===== src/rtl/rmq_pkg.sv =====
`default_nettype none
// ----------------------------------------------------------------------------
// rmq_pkg
// Shared widths, types and helpers for the rotation matrix to quaternion block.
// ----------------------------------------------------------------------------
package rmq_pkg;

    localparam int FRAC_BITS  = 14;
    localparam int DATA_WIDTH = 16;

    // Sum of three entries, t, and one sum or difference of two entries.
    localparam int SUM_W = DATA_WIDTH + 2;
    localparam int T_W   = DATA_WIDTH + 3;
    localparam int D_W   = DATA_WIDTH + 1;

    // Radicand t << FRAC_BITS and its integer square root.
    localparam int RAD_W     = 2 * DATA_WIDTH;
    localparam int SQ_STAGES = RAD_W / 2;
    localparam int ROOT_W    = RAD_W / 2;
    localparam int DEN_W     = ROOT_W + 1;

    // Dividend (|d| << FRAC_BITS) + r, one quotient bit per stage.
    localparam int NUM_W = D_W + FRAC_BITS;

    localparam int LATENCY = SQ_STAGES + NUM_W + 3;

    localparam int SAT_MAX     = 2 ** (DATA_WIDTH - 1) - 1;
    localparam int SAT_MIN_MAG = 2 ** (DATA_WIDTH - 1);

    typedef enum logic [1:0] {
        DOM_X = 2'd0,
        DOM_Y = 2'd1,
        DOM_Z = 2'd2,
        DOM_W = 2'd3
    } t_dom;

    typedef struct packed {
        logic                   valid;
        t_dom                   dom;
        logic                   invalid;
        logic [RAD_W-1:0]       rad;
        logic signed [D_W-1:0]  dx;
        logic signed [D_W-1:0]  dy;
        logic signed [D_W-1:0]  dz;
        logic signed [D_W-1:0]  dw;
    } t_front;

    typedef struct packed {
        logic                  valid;
        t_dom                  dom;
        logic                  invalid;
        logic [DATA_WIDTH-1:0] big;
    } t_meta;

    // Clamp a quotient magnitude and apply its sign.
    function automatic logic [DATA_WIDTH-1:0] rmq_sat(input logic [NUM_W-1:0] q,
                                                      input logic neg);
        logic [NUM_W-1:0] lim;
        logic [NUM_W-1:0] m;
        lim = neg ? NUM_W'(SAT_MIN_MAG) : NUM_W'(SAT_MAX);
        m   = (q > lim) ? lim : q;
        if (neg) begin
            m = ~m + 1'b1;
        end
        return m[DATA_WIDTH-1:0];
    endfunction

endpackage
`default_nettype wire


===== src/rtl/rmq_sqrt.sv =====
`default_nettype none
// ----------------------------------------------------------------------------
// rmq_sqrt
// Pipelined integer square root, one result bit per stage; the front-end
// data travels alongside.
// ----------------------------------------------------------------------------
module rmq_sqrt import rmq_pkg::*; (
    input  wire logic   i_clk,
    input  wire logic   i_rst_n,
    input  wire t_front i_front,
    output t_front      o_front,
    output logic [ROOT_W-1:0] o_root
);

    t_front           r_pay [SQ_STAGES];
    logic [RAD_W-1:0] r_x   [SQ_STAGES];
    logic [RAD_W-1:0] r_res [SQ_STAGES];
    t_front           n_pay [SQ_STAGES];
    logic [RAD_W-1:0] n_x   [SQ_STAGES];
    logic [RAD_W-1:0] n_res [SQ_STAGES];

    always_comb begin
        logic [RAD_W-1:0] px, pres, bitv, trial;
        for (int k = 0; k < SQ_STAGES; k++) begin
            if (k == 0) begin
                n_pay[k] = i_front;
                px       = i_front.rad;
                pres     = '0;
            end else begin
                n_pay[k] = r_pay[k-1];
                px       = r_x[k-1];
                pres     = r_res[k-1];
            end
            bitv  = RAD_W'(1) << (RAD_W - 2 - 2 * k);
            trial = pres + bitv;
            if (px >= trial) begin
                n_x[k]   = px - trial;
                n_res[k] = (pres >> 1) + bitv;
            end else begin
                n_x[k]   = px;
                n_res[k] = pres >> 1;
            end
        end
    end

    always_ff @(posedge i_clk) begin
        for (int k = 0; k < SQ_STAGES; k++) begin
            r_pay[k] <= n_pay[k];
            r_x[k]   <= n_x[k];
            r_res[k] <= n_res[k];
            if (!i_rst_n) begin
                r_pay[k].valid <= 1'b0;
            end
        end
    end

    assign o_front = r_pay[SQ_STAGES-1];
    assign o_root  = r_res[SQ_STAGES-1][ROOT_W-1:0];

endmodule
`default_nettype wire


===== config.mk =====
export PLATFORM = sky130hd
export DESIGN_NAME = rmq_sqrt
export DESIGN_NICKNAME = d
export VERILOG_FILES = /design/src/rtl/rmq_pkg.sv /design/src/rtl/rmq_sqrt.sv
export SDC_FILE = /design/constraint.sdc
export NUM_CORES = 2
export LEC_CHECK = 0
export ABC_AREA = 0
export BUFFER_PORTS_ARGS = -buffer_cell sky130_fd_sc_hd__clkbuf_2
export CORE_MARGIN = 2
export CORE_UTILIZATION = 42
export DETAILED_ROUTE_END_ITERATION = 8
export GPL_TIMING_DRIVEN = 0
export HOLD_SLACK_MARGIN = 0.1
export PLACE_DENSITY = 0.58
export SYNTH_ARGS = -nofsm -noshare
export SYNTH_HDL_FRONTEND = slang
export SYNTH_SLANG_ARGS = --single-unit

===== constraint.sdc =====
create_clock -name i_clk -period 3.5 [get_ports i_clk]
set_input_delay 0.175 -clock i_clk [delete_from_list [all_inputs] [get_ports i_clk]]
set_output_delay 0.175 -clock i_clk [all_outputs]
set_load 0.05 [all_outputs]

Word level (Yosys, flattened, before mapping)
Memory sizes are Yosys's and may differ from the RTL's.
Cells that the tools add are included.
{"block": "word_totals", "register_bits": 0, "mem_bits_rw": 2688, "inputBits": 106, "output_inout_bits": 120, "elab_cells": 130, "memories": 3}
{"block": "classes", "add_sub_neg": 46, "order_cmp": 16, "muxes": 49, "n_bitwise": 16}
{"name": "r_pay", "depth": 16, "width": 104, "rd": 16, "rd_ports_with_merged_regs": 0, "write_ports": 16, "line_no": "rmq_sqrt.sv:15", "source": "t_front r_pay [SQ_STAGES];"}
{"name": "r_res", "depth": 16, "width": 32, "rd": 16, "rd_ports_with_merged_regs": 0, "write_ports": 16, "line_no": "rmq_sqrt.sv:17", "source": "logic [RAD_W-1:0] r_res [SQ_STAGES];"}
{"name": "r_x", "depth": 16, "width": 32, "rd": 15, "rd_ports_with_merged_regs": 0, "write_ports": 16, "line_no": "rmq_sqrt.sv:16", "source": "logic [RAD_W-1:0] r_x [SQ_STAGES];"}
{"cell": "$mux 32", "n": 31}
{"cell": "$ge 32x32->1", "n": 15}
{"cell": "$sub 32x32->32", "n": 15}
{"cell": "$add 31x1->32 const B", "n": 1}
{"cell": "$add 31x11->32 const B", "n": 1}
{"cell": "$add 31x13->32 const B", "n": 1}
{"cell": "$add 31x15->32 const B", "n": 1}
{"cell": "$add 31x17->32 const B", "n": 1}
{"cell": "$add 31x19->32 const B", "n": 1}
{"cell": "$add 31x21->32 const B", "n": 1}
{"cell": "$add 31x23->32 const B", "n": 1}
{"cell": "$add 31x25->32 const B", "n": 1}
{"cell": "$add 31x27->32 const B", "n": 1}
{"cell": "$add 31x29->32 const B", "n": 1}
{"cell": "$add 31x3->32 const B", "n": 1}
{"cell": "$add 31x5->32 const B", "n": 1}
{"cell": "$add 31x7->32 const B", "n": 1}
{"cell": "$add 31x9->32 const B", "n": 1}
{"cell": "$add 32x1->32 const B", "n": 1}
{"cell": "$add 32x11->32 const B", "n": 1}
{"cell": "$add 32x13->32 const B", "n": 1}
{"cell": "$add 32x15->32 const B", "n": 1}
{"cell": "$add 32x17->32 const B", "n": 1}
{"cell": "$add 32x19->32 const B", "n": 1}
{"cell": "other kinds (14)", "n": 45}

Logic depth before layout (Yosys ltp)
An unclocked memory read counts as a cell.
{"block": "logic_depth", "ltp_word": 4, "ltp_mapped": 12, "mapped_depth_nobuf": 10}

Worst setup path before layout
Ideal clock, no wire load.
{"block": "synth_path", "path_kind": "flip-flop to flip-flop", "from": "memory r_res[0][150] (netlist bit)", "to": "memory r_x[0][185] (netlist bit)", "setup_ns": 0.123, "arrival_time_ns": 2.285, "required_ns": 3.377, "path_slack_ns": 1.092, "stages_incl_launch_ff": 11, "path_buffers": 2, "synth_period_minus_slack_ns": 2.408, "cell_sequence": "dfxtp_1 > inv_1 > ha_1 > nor2b_1 > o21ai_0 > nand2b_1 > a2111oi_0 > o2111a_1 > buf_2 > buf_2 > o21ai_0"}
{"element": "start, declared", "line_no": "rmq_sqrt.sv:17"}
{"element": "end, declared", "line_no": "rmq_sqrt.sv:16"}

==> run metrics <==
Seq cells post-synth 2040; Die Y approximately 350 µm; Rows 128; Root Driver clkbuf_16; Final Hold Vio Count 0; WP data required 4.18 ns; Critical Path End r_x[1][220]; Detailed Place HPWL 51100 µm; core area about 120000 µm²; via/cell ratio 4.32; vias in the first global route 26600; Fill cells a little over 10000; TritonCTS Buffers 190; placed inst area roughly 55000 µm²; min Tclk post-route 3.22 ns; Slew Limit Fails 0; Post-synth EDFFs 0; worst hold slack 0.270 ns; Max Cap Viol 0; Total GRT Usage around 12%; worst reg-to-reg path cell count 10; Leak 27.6 nW; fin nets 4600; largest net degree at the start of global routing 17; Avg Inst Size Synth about 14 µm²; # DRC 0; CTS Sinks 2040; Bufs and invs on worst path 2; post-CTS sizing 0; Critical Path Source Type register; Overflow after GRT 0; deepest clock path buffer count 3; CTS tree built; PwrDens 859 nW/µm²; fin crit share 92.1%; Routability Congestion 0.843; die width approximately 350 µm; delay-heaviest family, CP simple AND/OR/NAND/NOR gates; Worst path depth 10; Min-Delay Path Class in -> reg; Worst setup startpoint r_res[1][169]; clk_lat worst skew 0.78 ns; IO buf count 225; Synth Instances 3717; initial DRC count around 1100; CP peak stage delay 0.61 ns; Avg WL per Cell between 10 and 15 µm; Distinct cells, synth roughly 80; RSZ-0062 raised after global routing no; crit-path cells inv_1, ha_1, nand3_1, nor4_1, a41oi_1, nand3_1, a31oi_1, clkbuf_1, a211oi_1, xor2_1; via count approximately 26000; reg-to-reg slack, setup about 0.28 ns; final instance area 63400 µm²; worst rel slew slack 24.8%; drt first pass iters 5; DRT antenna net count 0; Seq/Total Area, Yosys slightly below 80%; share of layout cells above drive strength 1 13.1%; Syn-to-layout area delta 22.6%; final WL 77900 µm; I/O pins approximately 230; Syn. warnings 0; Setup Viol. Count Final 0; Mapped Nets roughly 4000; Crit Path Class reg -> reg; top_reg_cell synth dfxtp_1; peak supply drop 0.564 mV; Fin Clk Skew 0.0492 ns; Die ar. approximately 130000 µm²; initial antenna violation count 1; Max Clock Freq a little over 300 MHz; slowest CP cell nor4_1; total power 54.5 mW; crit path max fanout 10; Setup TNS 0 ns; mapped cell area 51700 µm²; fraction of registers with async set or reset after synthesis 0%; H-tree depth 4; Worst Tran Pin Value 1.11 ns; status finished, final reports clean; worst r2r src r_res[1][169]; Initial Util 42.4%; clock transition at the registers of the reported paths 0.06 ns; worst flop-to-flop path endpoint r_x[1][220]; Worst path most repeated cell nand3_1; Crit. End Element register; first-pass GRT wire length 128000 µm; Data arrival, critical path approximately 4 ns
worst min path at each step:
stage | start | end | slack [ns] | cells past startpoint
floorplan | i_front[0] | r_pay[0][0] | 0.20 | 0
global placement | i_front[0] | r_pay[0][0] | 0.28 | 1
detailed placement | i_front[29] | r_pay[0][29] | 0.28 | 1
CTS | i_front[99] | r_x[0][31] | 0.16 | 4
global route | i_rst_n | r_pay[1][103] | 0.21 | 3
finish | i_rst_n | r_pay[1][727] | 0.27 | 3
through the flow:
step / cells / util, % / worst slack (ns)
floorplan: 3717 / - / 1.09
global placement: 5567 / 45.0 / 0.106
detailed placement: 5567 / 45.0 / 0.142
CTS: 6117 / 52.0 / 0.101
global route: 6119 / 52.0 / 0.00603
finish: 6119 / 52.0 / 0.276
layout by cell type, fill, tap and decap left out, types with 119 or more instances in the layout:
| cell type | synthesis | layout |
|---|---|---|
| dfxtp_1 | 2040 | 2040 |
| clkbuf_2 | 0 | 225 |
| dlygate4sd3_1 | 0 | 210 |
| clkbuf_16 | 0 | 191 |
| inv_1 | 182 | 182 |
| ha_1 | 150 | 150 |
| nand2_1 | 143 | 143 |
| nor2_1 | 136 | 136 |
| a21oi_1 | 126 | 126 |
| o21ai_0 | 119 | 119 |
timing repair:
item	in CTS	in global routing
hold endpoints to repair	122	0
setup buffers	0	0
hold buffers	210	0
endpoints found under the setup margin	0	0
cell type report:
| type | instances | area (µm²) | share of cell area [%] |
|---|---|---|---|
| inverter | 184 | 691 | 1.09 |
| clock buffer | 264 | 5400 | 8.52 |
| timing repair buffer | 435 | 3230 | 5.09 |
| multi-input combinational | 1457 | 10000 | 15.8 |
| sequential | 2040 | 40800 | 64.4 |
| antenna | 2 | 5.00 | 0.00789 |
| clock inverter | 76 | 1030 | 1.62 |
| tap | 1625 | 2030 | 3.20 |
| buffer | 36 | 180 | 0.284 |
power breakdown:
part	internal [mW]	switching [mW]	leakage (nW)
clock	12.0	8.33	3.15
sequential	25.8	1.44	17.2
combinational	3.10	3.75	7.31
synth_stat cells (all sizes together), types with 42 or more instances:
master / number / area (µm²)
xnor2: 96 / 841
inv: 184 / 691
o21ai: 124 / 632
nor2: 136 / 510
a21oi: 126 / 631
ha: 150 / 1880
dfxtp: 2040 / 40800
nand2: 143 / 537
nor4: 78 / 500
nor3: 63 / 332
o21a: 42 / 315
xor2: 93 / 815
layer usage:
layer / wire length, µm / up-vias / share of wire (%) / global-route usage, %
li1: - / 13700 / - / -
met1: 32400 / 12000 / 42 / 13.4
met2: 38600 / 520 / 49 / 22.1
met3: 3450 / 254 / 4.4 / 3.41
met4: 3570 / 0 / 4.6 / 7.03
met5: 0 / - / 0 / 0
registers in the layout, summed over array words and instances (netlist names):
register,count
r_x,240
r_pay,1664
r_res,136
worst register-to-register path: stages, from the launching register on:
cell      delay (ns)
dfxtp_1         0.35
inv_1           0.05
ha_1            0.38
nand3_1         0.18
nor4_1          0.61
a41oi_1         0.30
nand3_1         0.15
a31oi_1         0.13
clkbuf_1        0.37
a211oi_1        0.39
xor2_1          0.19
kinds of logic after synthesis:
kind of cell | after synthesis | synth area share (%)
AOI/OAI and AO/OA | 425 | 5.12
xor gates and xnor gates | 189 | 3.20
adders and majority gates | 150 | 3.63
buffers and inverters | 220 | 1.68
DFF | 2040 | 78.9
muxes | 18 | 0.377
and+or+nand+nor | 675 | 7.07
Power figures use the tool's default switching activity.
