$ cat src/rtl/rmq_pkg.sv
`default_nettype none
// ----------------------------------------------------------------------------
// rmq_pkg
// Shared widths, types and helpers for the rotation matrix to quaternion block.
// ----------------------------------------------------------------------------
package rmq_pkg;

    localparam int FRAC_BITS  = 14;
    localparam int DATA_WIDTH = 16;

    // Sum of three entries, t, and one sum or difference of two entries.
    localparam int SUM_W = DATA_WIDTH + 2;
    localparam int T_W   = DATA_WIDTH + 3;
    localparam int D_W   = DATA_WIDTH + 1;

    // Radicand t << FRAC_BITS and its integer square root.
    localparam int RAD_W     = 2 * DATA_WIDTH;
    localparam int SQ_STAGES = RAD_W / 2;
    localparam int ROOT_W    = RAD_W / 2;
    localparam int DEN_W     = ROOT_W + 1;

    // Dividend (|d| << FRAC_BITS) + r, one quotient bit per stage.
    localparam int NUM_W = D_W + FRAC_BITS;

    localparam int LATENCY = SQ_STAGES + NUM_W + 3;

    localparam int SAT_MAX     = 2 ** (DATA_WIDTH - 1) - 1;
    localparam int SAT_MIN_MAG = 2 ** (DATA_WIDTH - 1);

    typedef enum logic [1:0] {
        DOM_X = 2'd0,
        DOM_Y = 2'd1,
        DOM_Z = 2'd2,
        DOM_W = 2'd3
    } t_dom;

    typedef struct packed {
        logic                   valid;
        t_dom                   dom;
        logic                   invalid;
        logic [RAD_W-1:0]       rad;
        logic signed [D_W-1:0]  dx;
        logic signed [D_W-1:0]  dy;
        logic signed [D_W-1:0]  dz;
        logic signed [D_W-1:0]  dw;
    } t_front;

    typedef struct packed {
        logic                  valid;
        t_dom                  dom;
        logic                  invalid;
        logic [DATA_WIDTH-1:0] big;
    } t_meta;

    // Clamp a quotient magnitude and apply its sign.
    function automatic logic [DATA_WIDTH-1:0] rmq_sat(input logic [NUM_W-1:0] q,
                                                      input logic neg);
        logic [NUM_W-1:0] lim;
        logic [NUM_W-1:0] m;
        lim = neg ? NUM_W'(SAT_MIN_MAG) : NUM_W'(SAT_MAX);
        m   = (q > lim) ? lim : q;
        if (neg) begin
            m = ~m + 1'b1;
        end
        return m[DATA_WIDTH-1:0];
    endfunction

endpackage
`default_nettype wire

$ cat src/rtl/rmq_front.sv
`default_nettype none
// ----------------------------------------------------------------------------
// rmq_front
// Picks the form, forms t, the radicand and the three sums or differences.
// ----------------------------------------------------------------------------
module rmq_front import rmq_pkg::*; (
    input  wire logic                         i_clk,
    input  wire logic                         i_rst_n,
    input  wire logic                         i_valid,
    input  wire logic signed [DATA_WIDTH-1:0] i_m11,
    input  wire logic signed [DATA_WIDTH-1:0] i_m12,
    input  wire logic signed [DATA_WIDTH-1:0] i_m13,
    input  wire logic signed [DATA_WIDTH-1:0] i_m21,
    input  wire logic signed [DATA_WIDTH-1:0] i_m22,
    input  wire logic signed [DATA_WIDTH-1:0] i_m23,
    input  wire logic signed [DATA_WIDTH-1:0] i_m31,
    input  wire logic signed [DATA_WIDTH-1:0] i_m32,
    input  wire logic signed [DATA_WIDTH-1:0] i_m33,
    output t_front                            o_front
);

    t_front r_out;
    t_front n_out;

    logic signed [SUM_W-1:0] trace;
    logic signed [T_W-1:0]   t_val;
    logic signed [T_W-1:0]   one;
    logic signed [D_W-1:0]   e12, e13, e21, e23, e31, e32;

    always_comb begin
        e12 = D_W'(i_m12); e13 = D_W'(i_m13);
        e21 = D_W'(i_m21); e23 = D_W'(i_m23);
        e31 = D_W'(i_m31); e32 = D_W'(i_m32);
        one   = T_W'(2 ** FRAC_BITS);
        trace = SUM_W'(i_m11) + SUM_W'(i_m22) + SUM_W'(i_m33);
        n_out = '0;
        n_out.valid = i_valid;
        priority if (trace > 0) begin
            n_out.dom = DOM_W;
            t_val     = one + T_W'(trace);
            n_out.dx  = e23 - e32;
            n_out.dy  = e31 - e13;
            n_out.dz  = e12 - e21;
        end else if (i_m11 > i_m22 && i_m11 > i_m33) begin
            n_out.dom = DOM_X;
            t_val     = one + T_W'(i_m11) - T_W'(i_m22) - T_W'(i_m33);
            n_out.dy  = e12 + e21;
            n_out.dz  = e13 + e31;
            n_out.dw  = e23 - e32;
        end else if (i_m22 > i_m33) begin
            n_out.dom = DOM_Y;
            t_val     = one + T_W'(i_m22) - T_W'(i_m11) - T_W'(i_m33);
            n_out.dx  = e21 + e12;
            n_out.dz  = e32 + e23;
            n_out.dw  = e31 - e13;
        end else begin
            n_out.dom = DOM_Z;
            t_val     = one + T_W'(i_m33) - T_W'(i_m11) - T_W'(i_m22);
            n_out.dx  = e31 + e13;
            n_out.dy  = e32 + e23;
            n_out.dw  = e12 - e21;
        end
        n_out.invalid = (t_val <= 0);
        // A non-positive t gives a zero radicand; the result is masked later.
        n_out.rad = n_out.invalid ? '0 : (RAD_W'(t_val) << FRAC_BITS);
    end

    always_ff @(posedge i_clk) begin
        r_out <= n_out;
        if (!i_rst_n) begin
            r_out.valid <= 1'b0;
        end
    end

    assign o_front = r_out;

endmodule
`default_nettype wire

$ cat config.mk
export PLATFORM = sky130hd
export DESIGN_NAME = rmq_front
export DESIGN_NICKNAME = d
export VERILOG_FILES = /design/src/rtl/rmq_pkg.sv /design/src/rtl/rmq_front.sv
export SDC_FILE = /design/constraint.sdc
export NUM_CORES = 1
export LEC_CHECK = 0
export ABC_AREA = 1
export BUFFER_PORTS_ARGS = -buffer_cell sky130_fd_sc_hd__buf_4
export CAP_MARGIN = 20
export CELL_PAD_IN_SITES_DETAIL_PLACEMENT = 0
export CELL_PAD_IN_SITES_GLOBAL_PLACEMENT = 2
export CORE_MARGIN = 10
export CORE_UTILIZATION = 33
export DETAILED_ROUTE_END_ITERATION = 16
export GPL_ROUTABILITY_DRIVEN = 0
export PLACE_DENSITY = 0.92
export SETUP_SLACK_MARGIN = 0.3
export SKIP_LAST_GASP = 1
export SYNTH_ARGS = -nofsm -noshare
export SYNTH_HDL_FRONTEND = slang
export SYNTH_SLANG_ARGS = --single-unit
$ cat constraint.sdc
create_clock -name i_clk -period 5.6 [get_ports i_clk]
set_input_delay 0.28 -clock i_clk [delete_from_list [all_inputs] [get_ports i_clk]]
set_output_delay 0.28 -clock i_clk [all_outputs]
set_load 0.01 [all_outputs]
After elaboration in Yosys (flattened, before gate mapping)
Index checks and enable logic that the tools add are counted.
- flip-flop bits (word level): 104
- input port bits: 147
- add/sub/neg operators: 18
- $lt $le $gt $ge: 5
- multiplexer cells: 12
- reduce and logical (&&, ||, !) cells: 1
- operators by type and width (cell ; count):
    51-bit two-way mux ; 2
    17-bit two-way mux ; 5
    16-bit by 16-bit adder with 17-bit output ; 4
    19-bit two-way mux ; 3
    18-bit by 16-bit subtractor with 19-bit output ; 3
    17-bit by 16-bit subtractor with 18-bit output ; 3
    16-bit by 16-bit adder with 17-bit output (first input constant) ; 3
    16-bit by 16-bit subtractor with 17-bit output ; 3
    16-bit greater-than comparator ; 3
    16-bit by 18-bit adder with 19-bit output (first input constant) ; 1
    19-bit by 1-bit less-or-equal comparator with 1-bit output (second input constant) ; 1
    17-bit by 16-bit adder with 18-bit output ; 1
    18-bit by 1-bit greater-than comparator with 1-bit output (second input constant) ; 1
    2-bit two-way mux ; 2
    1-bit logical AND ; 1

Logic depth before layout (Yosys ltp)
- depth in word-level cells: 7
- mapped depth: 39
- gate-level depth less buffers: 37

Worst setup path before layout
OpenSTA, ideal clock, no wires.
- kind: in2reg
- start point: in i_m11[4]
- end point: reg r_out (netlist bit o_front[99])
- library setup time: 119 ps
- data arrival time: 4041 ps
- path slack: 1441 ps
- cell stages on the path: 37
- path through: inv_1 > fa_1 > inv_1 > ha_1 > nand3_1 > nand2_1 > nand4_1 > nand3_1 > inv_1 > o21ai_0 > inv_1 > nand2_1 > nand2_1 > inv_1 > ha_1 > inv_1 > nor2_1 > nand2_1 > nor2_1 > nand3_1 > nor2_1 > nand3_1 > nor2_1 > nand2_1 > nor2_1 > nand3_2 > nand2_2 > buf_6 > buf_8 > nand2_1 > o21ai_2 > nand4_1 > nor2_1 > nand2_2 > nand2_4 > buf_12 > nor2_2
- RTL lines (what ; line ; RTL):
    from (decl) ; rmq_front.sv:10 ; input wire logic signed [DATA_WIDTH-1:0] i_m11,
    to (signal assigned) ; rmq_front.sv:69 ; r_out <= n_out;
    to (decl) ; rmq_front.sv:22 ; t_front r_out;

Worst setup path after layout
- start point: in i_m11[4]
- end point: reg r_out (netlist bit o_front[85])
- cells in the longest elaborated chain, start to end: 6
- elaborated cells between the ends (all ways): 18
- those cells by class: add/sub: 10; order compare: 4; mux: 3; reduce/logical: 1
- ends and longest elaborated chain (what ; line ; RTL):
    16-bit by 16-bit adder with 17-bit output, or another cell as far along ; rmq_front.sv:46 ; t_val = one + T_W'(i_m11) - T_W'(i_m22) - T_W'(i_m33);
    17-bit by 16-bit subtractor with 18-bit output, or another cell as far along ; rmq_front.sv:46 ;
    18-bit by 16-bit subtractor with 19-bit output or 19-bit two-way mux (tied branches) ; rmq_front.sv:46, rmq_front.sv:50 ;
    19-bit two-way mux ; rmq_front.sv:44 ; end else if (i_m11 > i_m22 && i_m11 > i_m33) begin
    19-bit two-way mux * ; rmq_front.sv:38 ; priority if (trace > 0) begin
    19-bit by 1-bit less-or-equal comparator with 1-bit output ; rmq_front.sv:63 ; n_out.invalid = (t_val <= 0);
Every way passes the cells marked *; elsewhere a longest branch is shown, timed or not.
A chain may end at the register's enable or synchronous reset.

==> flow_summary.json <==
{
  "outcome": "completed",
  "min_path_type": "in -> reg",
  "async_flop_share_pct": 0,
  "ys.flop_type": "dfxtp_1",
  "drive_gt1_share_pct": 11.74,
  "cap_violations": 0,
  "antenna_found_initial": 2,
  "worst_slew_pin_slew_ns": 0.7637,
  "gr-total-overflow": 0,
  "syn_inst": 2322,
  "irDropWorstVdd_mv": 0.2816,
  "yosys_warnings": 0,
  "firstDrtPassIters": 6,
  "post-route-drc-count": 0,
  "area_growth_pct": 16.73,
  "final_max_slew_viol_count": 0,
  "cts_tree": "built",
  "worst_path_dominant_cell_family": "simple AND/OR/NAND/NOR gates",
  "synthesis.area_mm2": 0.01594,
  "grt_use_met3_pct": 3.390,
  "synth_area_leader_cell": "ha_1",
  "start_util_pct": 33.38,
  "totalWireLength_um": 57610,
  "yosysSeqAreaShare_pct": 11.31,
  "fillers": 5107,
  "core_mm2": 0.04775,
  "die_area_mm2": 0.05748,
  "worstPathMaxFanout": 21,
  "finalNonFillerCells": 3146,
  "grt_usage_pct": 19.51,
  "fin_crit_sh_pct": 82.92,
  "finalCoreUtilization_pct": 38.96,
  "cts_buffers": 9,
  "synth_cell_types": 56,
  "setup_viol": 0,
  "fin_crit_ns": 4.644,
  "nets": 3043,
  "path_buf_inv": 8,
  "portBuffers": 236,
  "largest_reg_flops": 90,
  "clock_sinks": 90,
  "design.portCount": 251,
  "arrival_ns": 4.90,
  "drt_iter0_markers": 1076,
  "die_w_um": 239.7,
  "finalSetupTns_ns": 0,
  "critPathKind": "in -> reg",
  "cp_slowest_cell": "fa_1",
  "cts.clk_slew.worst_paths_ns": 0.07,
  "cp-start-kind": "input pin",
  "dp_hpwl_um": 49670,
  "endpoint_kind": "flip-flop",
  "synth_top_area_share_pct": 23.08,
  "finalHoldViolCount": 0,
  "wl_per_cell_um": 18.31,
  "synth_enable_flop_cells": 0,
  "regArea_mm2": 0.001802,
  "multi_input_area_mm2": 0.01239,
  "cts_setup_buffers": 0,
  "grt_pass1_vias": 15570,
  "yosys-top-cells-area": "ha_1 (23%), nand2_1 (12%), dfxtp_1 (11%)",
  "gr-usage-met1_pct": 25.67,
  "cts-root-buf": "clkbuf_16",
  "fmax_ghz": 0.2153,
  "rsz0062_at_grt": "false",
  "power_density_mw_per_mm2": 299.4,
  "grt_max_degree": 82,
  "met2_usage_pct": 32.80,
  "ctsHoldBuffers": 0,
  "busiest_layer": "met2",
  "cp_data_required_time_ns": 5.86,
  "relSlewSlack_pct": 49.08,
  "critPathMaxStageDelay_ns": 0.55,
  "grt_pass1_wl_um": 88050,
  "leakagePower_nw": 10.26,
  "vias": 15530,
  "h-tree-depth": 3,
  "dp.cells": 3128,
  "clk_path_buf_depth": 2,
  "ys_ff_latch": 90,
  "row_count": 80,
  "avgSynthCellArea_um2": 6.863,
  "antenna_left": 0,
  "die_h_um": 239.7,
  "avgViaCountPerCell": 4.937
}
[cells by family after synthesis]
| logic type | synth area share (%) |
|---|---|
| buffers and inverters | 11.51 |
| other | 0.02353 |
| XOR/XNOR | 6.321 |
| flip-flops | 11.31 |
| AO/OA/AOI/OAI | 14.11 |
| adder cells (fa/ha/maj) | 32.88 |
| multiplexers | 0.06282 |
| AND/OR/NAND/NOR | 23.78 |
[where the power goes]
part | internal, W | total [W] | leakage [nW] | switching (W)
Clock | 0.000394 | 0.000681 | 0.149 | 0.000287
Combinational | 0.00141 | 0.00379 | 9.36 | 0.00238
Sequential | 0.000933 | 0.00110 | 0.755 | 0.000168
[cell usage in the layout (no fill, tap or decap), drive strengths merged, types with 5 or more instances in the layout]
cell type,netlist,final
a211oi,5,5
a21boi,13,13
a21o,12,12
a21oi,154,154
a22oi,7,7
a31oi,14,14
buf,31,246
clkbuf,37,9
conb,1,14
dfxtp,90,90
fa,78,78
ha,294,294
inv,390,392
nand2,532,532
nand3,101,101
nand3b,12,12
nand4,38,38
nor2,169,169
nor3,31,31
nor4,9,9
o21ai,101,101
o21bai,13,13
o22ai,39,39
o31ai,11,11
xnor2,11,11
xor2,104,104
[final cells by class]
class	count	share of cell area [%]
clock buffer	9	1.211
sequential	90	9.686
inverter	391	7.890
timing repair buffer	246	9.928
antenna	2	0.02691
clock inverter	7	0.5381
tap	615	4.137
multi-input combinational	1786	66.58
[synth_stat cells (all sizes together) (37+ instances only)]
master  number
inv        390
fa          78
o22ai       39
clkbuf      37
xor2       104
nand3      101
a21oi      154
nor2       169
ha         294
o21ai      101
dfxtp       90
nand2      532
nand4       38
[through the flow]
step	total power (W)	hold WS, ns	setup WS, ns	instance area, µm²
after CTS	0.005574	0.08022	0.8421	18570
after global placement	0.004862	0.4633	0.5566	18250
after detailed placement	0.004858	0.4708	0.4617	18250
after global routing	0.006049	0.09030	0.3217	18600
after floorplan	0.003375	0.3735	1.441	15980
final	0.005570	0.09602	0.9564	18600
[what timing repair did]
item | in CTS | in global routing
hold endpoints to repair | 0 | 0
resized for setup | 0 | 3
endpoints found under the setup margin | 0 | 50
[routing by layer]
layer,up-vias,routed length (µm)
li1,7805,-
met1,7244,26350
met2,439,26950
met3,44,3330
met4,0,978
met5,-,0
[final timing paths]
check / from / endpoint / slack, ns / depth (start not counted)
max: i_m11[4] / o_front[85] / 0.96 / 37
min: i_valid / o_front[103] / 0.1 / 3
No activity file was read; power rests on OpenSTA's default activity.
