--- src/rtl/rmq_pkg.sv ---
`default_nettype none
// ----------------------------------------------------------------------------
// rmq_pkg
// Shared widths, types and helpers for the rotation matrix to quaternion block.
// ----------------------------------------------------------------------------
package rmq_pkg;

    localparam int FRAC_BITS  = 14;
    localparam int DATA_WIDTH = 16;

    // Sum of three entries, t, and one sum or difference of two entries.
    localparam int SUM_W = DATA_WIDTH + 2;
    localparam int T_W   = DATA_WIDTH + 3;
    localparam int D_W   = DATA_WIDTH + 1;

    // Radicand t << FRAC_BITS and its integer square root.
    localparam int RAD_W     = 2 * DATA_WIDTH;
    localparam int SQ_STAGES = RAD_W / 2;
    localparam int ROOT_W    = RAD_W / 2;
    localparam int DEN_W     = ROOT_W + 1;

    // Dividend (|d| << FRAC_BITS) + r, one quotient bit per stage.
    localparam int NUM_W = D_W + FRAC_BITS;

    localparam int LATENCY = SQ_STAGES + NUM_W + 3;

    localparam int SAT_MAX     = 2 ** (DATA_WIDTH - 1) - 1;
    localparam int SAT_MIN_MAG = 2 ** (DATA_WIDTH - 1);

    typedef enum logic [1:0] {
        DOM_X = 2'd0,
        DOM_Y = 2'd1,
        DOM_Z = 2'd2,
        DOM_W = 2'd3
    } t_dom;

    typedef struct packed {
        logic                   valid;
        t_dom                   dom;
        logic                   invalid;
        logic [RAD_W-1:0]       rad;
        logic signed [D_W-1:0]  dx;
        logic signed [D_W-1:0]  dy;
        logic signed [D_W-1:0]  dz;
        logic signed [D_W-1:0]  dw;
    } t_front;

    typedef struct packed {
        logic                  valid;
        t_dom                  dom;
        logic                  invalid;
        logic [DATA_WIDTH-1:0] big;
    } t_meta;

    // Clamp a quotient magnitude and apply its sign.
    function automatic logic [DATA_WIDTH-1:0] rmq_sat(input logic [NUM_W-1:0] q,
                                                      input logic neg);
        logic [NUM_W-1:0] lim;
        logic [NUM_W-1:0] m;
        lim = neg ? NUM_W'(SAT_MIN_MAG) : NUM_W'(SAT_MAX);
        m   = (q > lim) ? lim : q;
        if (neg) begin
            m = ~m + 1'b1;
        end
        return m[DATA_WIDTH-1:0];
    endfunction

endpackage
`default_nettype wire

--- src/rtl/rmq_div.sv ---
`default_nettype none
// ----------------------------------------------------------------------------
// rmq_div
// Pipelined restoring divider, one quotient bit per stage.
// ----------------------------------------------------------------------------
module rmq_div import rmq_pkg::*; (
    input  wire logic             i_clk,
    input  wire logic [NUM_W-1:0] i_num,
    input  wire logic [DEN_W-1:0] i_den,
    input  wire logic             i_neg,
    output logic [NUM_W-1:0]      o_quot,
    output logic                  o_neg
);

    logic [DEN_W-1:0] r_rem [NUM_W];
    logic [NUM_W-1:0] r_num [NUM_W];
    logic [NUM_W-1:0] r_q   [NUM_W];
    logic [DEN_W-1:0] r_den [NUM_W];
    logic             r_neg [NUM_W];
    logic [DEN_W-1:0] n_rem [NUM_W];
    logic [NUM_W-1:0] n_num [NUM_W];
    logic [NUM_W-1:0] n_q   [NUM_W];
    logic [DEN_W-1:0] n_den [NUM_W];
    logic             n_neg [NUM_W];

    always_comb begin
        logic [DEN_W-1:0] prem;
        logic [NUM_W-1:0] pnum, pq;
        logic [DEN_W:0]   trial;
        for (int k = 0; k < NUM_W; k++) begin
            if (k == 0) begin
                prem     = '0;
                pnum     = i_num;
                pq       = '0;
                n_den[k] = i_den;
                n_neg[k] = i_neg;
            end else begin
                prem     = r_rem[k-1];
                pnum     = r_num[k-1];
                pq       = r_q[k-1];
                n_den[k] = r_den[k-1];
                n_neg[k] = r_neg[k-1];
            end
            trial    = {prem, pnum[NUM_W-1]};
            n_num[k] = pnum << 1;
            if (trial >= {1'b0, n_den[k]}) begin
                n_rem[k] = DEN_W'(trial - {1'b0, n_den[k]});
                n_q[k]   = {pq[NUM_W-2:0], 1'b1};
            end else begin
                n_rem[k] = trial[DEN_W-1:0];
                n_q[k]   = {pq[NUM_W-2:0], 1'b0};
            end
        end
    end

    always_ff @(posedge i_clk) begin
        for (int k = 0; k < NUM_W; k++) begin
            r_rem[k] <= n_rem[k];
            r_num[k] <= n_num[k];
            r_q[k]   <= n_q[k];
            r_den[k] <= n_den[k];
            r_neg[k] <= n_neg[k];
        end
    end

    assign o_quot = r_q[NUM_W-1];
    assign o_neg  = r_neg[NUM_W-1];

endmodule
`default_nettype wire
--- config.mk ---
export PLATFORM = sky130hd
export DESIGN_NAME = rmq_div
export DESIGN_NICKNAME = d
export VERILOG_FILES = /design/src/rtl/rmq_pkg.sv /design/src/rtl/rmq_div.sv
export SDC_FILE = /design/constraint.sdc
export NUM_CORES = 2
export LEC_CHECK = 0
export BUFFER_PORTS_ARGS = -buffer_cell sky130_fd_sc_hd__buf_4
export CAP_MARGIN = 15
export CORE_ASPECT_RATIO = 0.9
export CORE_MARGIN = 8
export CORE_UTILIZATION = 50
export DETAILED_ROUTE_END_ITERATION = 8
export PLACE_DENSITY = 0.74
export SETUP_SLACK_MARGIN = 0.3
export SLEW_MARGIN = 20
export SYNTH_ARGS = -nofsm -noshare
export SYNTH_HDL_FRONTEND = slang
export SYNTH_SLANG_ARGS = --single-unit
--- constraint.sdc ---
create_clock -name i_clk -period 2.85 [get_ports i_clk]
set_input_delay 0.1425 -clock i_clk [delete_from_list [all_inputs] [get_ports i_clk]]
set_output_delay 0.1425 -clock i_clk [all_outputs]
set_load 0.01 [all_outputs]
Word level (Yosys, flattened, before mapping)

Memories as Yosys holds them, arrays and structs flattened.
Index checks and enable logic that the tools add are counted.

Bits in registers: 0
RAM bits: 2976
Input bits: 50
Output and inout port bits: 32
Logic and storage cells: 129
Memories kept: 5

$add $sub $neg: 31
Magnitude comparators: 31
Mux-type cells: 62

Memories:

| name  | words | width | read ports | clocked after memory_dff | write ports | line          | RTL |
|---|---|---|---|---|---|---|---|
| r_q   | 31    | 31    | 31         | 0                        | 31          | rmq_div.sv:17 | `logic [NUM_W-1:0] r_q [NUM_W];` |
| r_num | 31    | 30    | 30         | 0                        | 31          | rmq_div.sv:16 | `logic [NUM_W-1:0] r_num [NUM_W];` |
| r_den | 31    | 17    | 30         | 0                        | 31          | rmq_div.sv:18 | `logic [DEN_W-1:0] r_den [NUM_W];` |
| r_rem | 31    | 17    | 30         | 0                        | 31          | rmq_div.sv:15 | `logic [DEN_W-1:0] r_rem [NUM_W];` |
| r_neg | 31    | 1     | 31         | 0                        | 31          | rmq_div.sv:19 | `logic r_neg [NUM_W];` |

Operator list:

| operator                       | count |
|---|---|
| >= comparator 18 x 17 -> 1 bit | 30 |
| two-way mux 17 bit             | 31 |
| subtractor 17 bit              | 30 |
| two-way mux 1 bit              | 31 |
| >= comparator 1 x 17 -> 1 bit  | 1 |
| subtractor 1 x 17 -> 17 bit    | 1 |

Depth between registers and ports, before layout

An unclocked memory read counts as a cell.

Depth after elaboration: 3
Depth in mapped cells: 14
Depth with buffers taken out: 12

Worst setup path before layout

No wires, ideal clock.

Path kind: flip-flop to flip-flop
Start: memory r_num[1][179] (netlist name)
End: memory r_rem[1][110] (netlist name)
Setup time: 0.121 ns
Arrival: 2.791 ns
Data required time: 2.729 ns
Setup slack: -0.062 ns
Stages on the path, launching flop included: 14
Path buffers: 1
Clock period less this slack: 2.912 ns
Cell sequence: dfxtp_1 inv_1 ha_1 inv_1 fa_1 a21o_1 o21a_1 o21ai_0 nand2_1 a21oi_1 o21ai_0 a211oi_2 buf_4 mux2_2

RTL lines:

| item            | line |
|---|---|
| start, declared | rmq_div.sv:16 |
| end, declared   | rmq_div.sv:15 |

==> impl_metrics.ini <==
[pwr]
power_leakage_nw = 38.7
internal-power_w = 0.0650
switching_power_w = 0.0289
seqPwrFrac_pct = 38.1
power.ir.vdd_worst_v = 0.000801
pwr_density_cell_nw_per_um2 = 1090
swShare_pct = 30.7
pwr-share-comb_pct = 33.5
pwr-share-clk_pct = 28.4

[critical_path]
cp_slowest_cell = sky130_fd_sc_hd__or3_4
crit_top_cell = sky130_fd_sc_hd__inv_2
ff2ff_setup_slack_ns = -0.08
worstPathCellList = inv_2 > ha_4 > inv_2 > fa_2 > a21oi_2 > o21ai_2 > a21o_1 > a22o_1 > or3_4 > a221oi_4 > o21ai_4 > clkbuf_16 > mux2_4
worst_ep_arrival_time_ns = 3.63
category_of_cells_accounting_for_the_largest_share_of_critical_path_delay = compound AO/OA/AOI/OAI gates
worst_r2r_startpoint = r_num[1][359]
timing.setup.critical_path_class = reg2reg
start_kind = flop
r2r-end = r_rem[1][218]
cp-end-kind = flop
cp_slowest_stage_delay_ns = 0.36
worst_r2r_path_depth = 13
worstPathRequired_ns = 3.56
critPathBufInv = 3
critPathMaxFanout = 8

[synth]
syn_area_per_cell_um2 = 11.0
async_reset_ff_share_pct = 0
synth.net_count = 6988
synthTopCellsByArea = sky130_fd_sc_hd__dfxtp_1, sky130_fd_sc_hd__ha_1, sky130_fd_sc_hd__mux2_2
postSynthCellCount = 6397
syn_area_um2 = 70100
netlist.area_leader.share_pct = 57.4
synth_cell_types = 87
synth.yosys.seq_area_share_pct = 57.4
synth.yosys.warnings = 0
ys.flop_type = sky130_fd_sc_hd__dfxtp_1
yosys_register_bits = 2012
synth_enable_flop_cells = 0
post-synth-top-area-cell = sky130_fd_sc_hd__dfxtp_1

[cells_and_area]
layout.cells.most_common = sky130_fd_sc_hd__dfxtp_1
layout.cell_area.non_filler_um2 = 85700
drive_above_1_share_pct = 19.6
ff_latch_area_um2 = 40400
area_growth_pct = 22.2
fillerInstances = 10758
multi_input_logic_area_um2 = 29100
final_nets = 7577
layout.cells.most_common_list = sky130_fd_sc_hd__dfxtp_1, sky130_fd_sc_hd__inv_1, sky130_fd_sc_hd__ha_1, sky130_fd_sc_hd__nand2_1, sky130_fd_sc_hd__o21ai_0

[sta]
number_of_slew_limit_violations_in_the_final_report = 0
max_freq_mhz = 342
setup_ws_ns = -0.0763
grt_setup_unrepaired = true
maxSlewHeadroom_pct = 48.4
fin_crit_ns = 2.93
timing_hold_violations_final = 0
max_slew.worst_pin.slew_ns = 0.767
timing.final.crit_share_pct = 103
final.setup_skew_ns = 0.0557
timing.final.setup_violations = 31

[clocking]
cts_sinks = 2012
worst_skew_late_latency_ns = 0.80
clkTransAtPathRegs_ns = 0.07
maximum_clock_insertion_buffer_count = 3
cts_tree = done
cts_buffers = 188
h-tree-depth = 4
clock_root_buffer = sky130_fd_sc_hd__clkbuf_16

[worst_hold_path]
timing.hold.worst_endpoint = r_rem[0][0]
hold_path_startpoint = i_num[30]
hold_path_depth = 4
worstHoldPathType = in2reg

[drt]
via_count = 45367
routedWlPerCell_um = 15.3
antenna_violating_nets_post_route = 0
drt_first_pass_iters = 6
route.final.wire_length_mm = 138
post_drt_via_cell_ratio = 5.04
remaining_drc_errors = 0
detail_route.iter0.violations = 2456

[place]
hpwl_mm = 94.0
post-place-ws_ns = -0.108
numPortBuffers = 81
dpl_cell_area_um2 = 74000
gp_congestion = 0.885

[outcome]
run_status = finished, violations left
violations = negative setup slack

[floorplanning]
dieArea_um2 = 153000
die_width_um = 411
start_util_pct = 50.3
fp-row-count = 130
die_height_um = 371
pin_count = 82
core_region_area_um2 = 139000

[global_route]
grt_antenna_before_repair = 0
pin_count_of_the_biggest_net_entering_global_routing = 30
globalRoute.totalOverflow = 0
grt_first_pass_wirelength_mm = 219
grt_use_total_pct = 17.1
number_of_global_route_vias_before_repair = 45151

[run]
cap_viol_max_count = 0
## registers in the layout, summed over array words and instances (netlist names)
register and cells:
r_den 510, r_neg 31, r_num 465, r_q 496, r_rem 510
## cell families after synthesis
group | after synthesis | share of synthesized area [%]
buf+inv | 736 | 4.02
simple gates | 1058 | 7.02
compound gates | 1381 | 12.3
flops | 2012 | 57.4
xor+xnor | 399 | 4.98
mux | 270 | 4.33
fa+ha+maj | 541 | 9.96
## synthesized netlist by cell type, types with 12 or more instances
cell	instances
sky130_fd_sc_hd__dfxtp_1	2012
sky130_fd_sc_hd__inv_1	643
sky130_fd_sc_hd__ha_1	512
sky130_fd_sc_hd__o21ai_0	395
sky130_fd_sc_hd__nand2_1	382
sky130_fd_sc_hd__a21oi_1	377
sky130_fd_sc_hd__nor2_1	272
sky130_fd_sc_hd__xnor2_1	230
sky130_fd_sc_hd__mux2_2	229
sky130_fd_sc_hd__xor2_1	169
sky130_fd_sc_hd__a21o_1	167
sky130_fd_sc_hd__o21a_1	81
sky130_fd_sc_hd__clkbuf_1	68
sky130_fd_sc_hd__nand3_1	67
sky130_fd_sc_hd__nor3_1	63
sky130_fd_sc_hd__o21bai_1	60
sky130_fd_sc_hd__nor2b_1	57
sky130_fd_sc_hd__a211oi_1	55
sky130_fd_sc_hd__nand4_1	55
sky130_fd_sc_hd__nand2b_1	51
sky130_fd_sc_hd__a31oi_1	41
sky130_fd_sc_hd__and3_1	30
sky130_fd_sc_hd__fa_1	29
sky130_fd_sc_hd__o211ai_1	29
sky130_fd_sc_hd__mux2i_1	26
sky130_fd_sc_hd__o31ai_1	23
sky130_fd_sc_hd__or3_1	18
sky130_fd_sc_hd__buf_2	17
sky130_fd_sc_hd__and4_1	15
sky130_fd_sc_hd__nor4_1	13
sky130_fd_sc_hd__o21ai_1	13
sky130_fd_sc_hd__o2111ai_1	12
## per-stage QoR
step	TNS, ns	power (W)	hold slack, ns	util [%]	std cells
2_1_floorplan	0	0.0558	0.170	-	6397
3_3_place_gp	-1.11	0.0615	0.247	53.1	8353
3_5_place_dp	-2.12	0.0623	0.248	53.1	8353
4_1_cts	-0.548	0.0916	0.118	60.0	8908
5_1_grt	-6.19	0.0994	0.172	61.5	8995
6_report	-1.37	0.0939	0.195	61.5	8996
## area by class of cell
class | instances | area share, %
clock inverter | 106 | 1.91
sequential | 2012 | 47.1
tap | 1848 | 2.70
antenna | 1 | 0.00292
inverter | 644 | 2.83
clock buffer | 245 | 6.09
timing repair buffer | 491 | 5.44
multi-input combinational | 3649 | 34.0
## layer usage
| layer | track usage [%] | wire length (um) |
|---|---|---|
| met5 | 0 | 0 |
| met4 | 6.05 | 4120 |
| met3 | 3.47 | 5940 |
| met2 | 29.7 | 66200 |
| met1 | 21.2 | 61400 |
## how the worst max path moves through the flow
stage / from / end / slack [ns] / depth (start not counted)
4_1_cts: r_num[1][359] / r_rem[1][219] / -0.05 / 13
5_1_grt: r_num[1][359] / r_rem[1][218] / -0.17 / 13
2_1_floorplan: r_num[1][359] / r_rem[1][212] / 0.03 / 13
6_report: r_num[1][359] / r_rem[1][218] / -0.08 / 13
3_3_place_gp: r_den[1][153] / r_rem[1][180] / -0.06 / 13
3_5_place_dp: r_num[1][359] / r_rem[1][219] / -0.11 / 13
## power groups by stage
| stage | clock network, W | registers, W | logic (W) |
|---|---|---|---|
| final | 0.0267 | 0.0357 | 0.0315 |
| after global routing | 0.0287 | 0.0362 | 0.0346 |
| after CTS | 0.0274 | 0.0357 | 0.0285 |
| after detailed placement | 0 | 0.0362 | 0.0260 |
| after global placement | 0 | 0.0362 | 0.0253 |
| after floorplan | 0 | 0.0351 | 0.0206 |
## worst register-to-register path: cells and delay by family (launching register included)
kind	cells	cell delay, ns
AOI/OAI and AO/OA	6	1.11
muxes	1	0.29
adders and majority gates	2	0.47
DFF	1	0.31
and+or+nand+nor	1	0.36
buffers and inverters	3	0.30
## timing repair
item,in CTS,in global routing
gates resized for setup,241,419
buffers inserted,96,69
setup endpoints to repair,458,501
hold endpoints to repair,66,0
pin swaps,72,169
hold buffers,97,0
cloned,11,18
No activity file was read; power rests on OpenSTA's default activity.
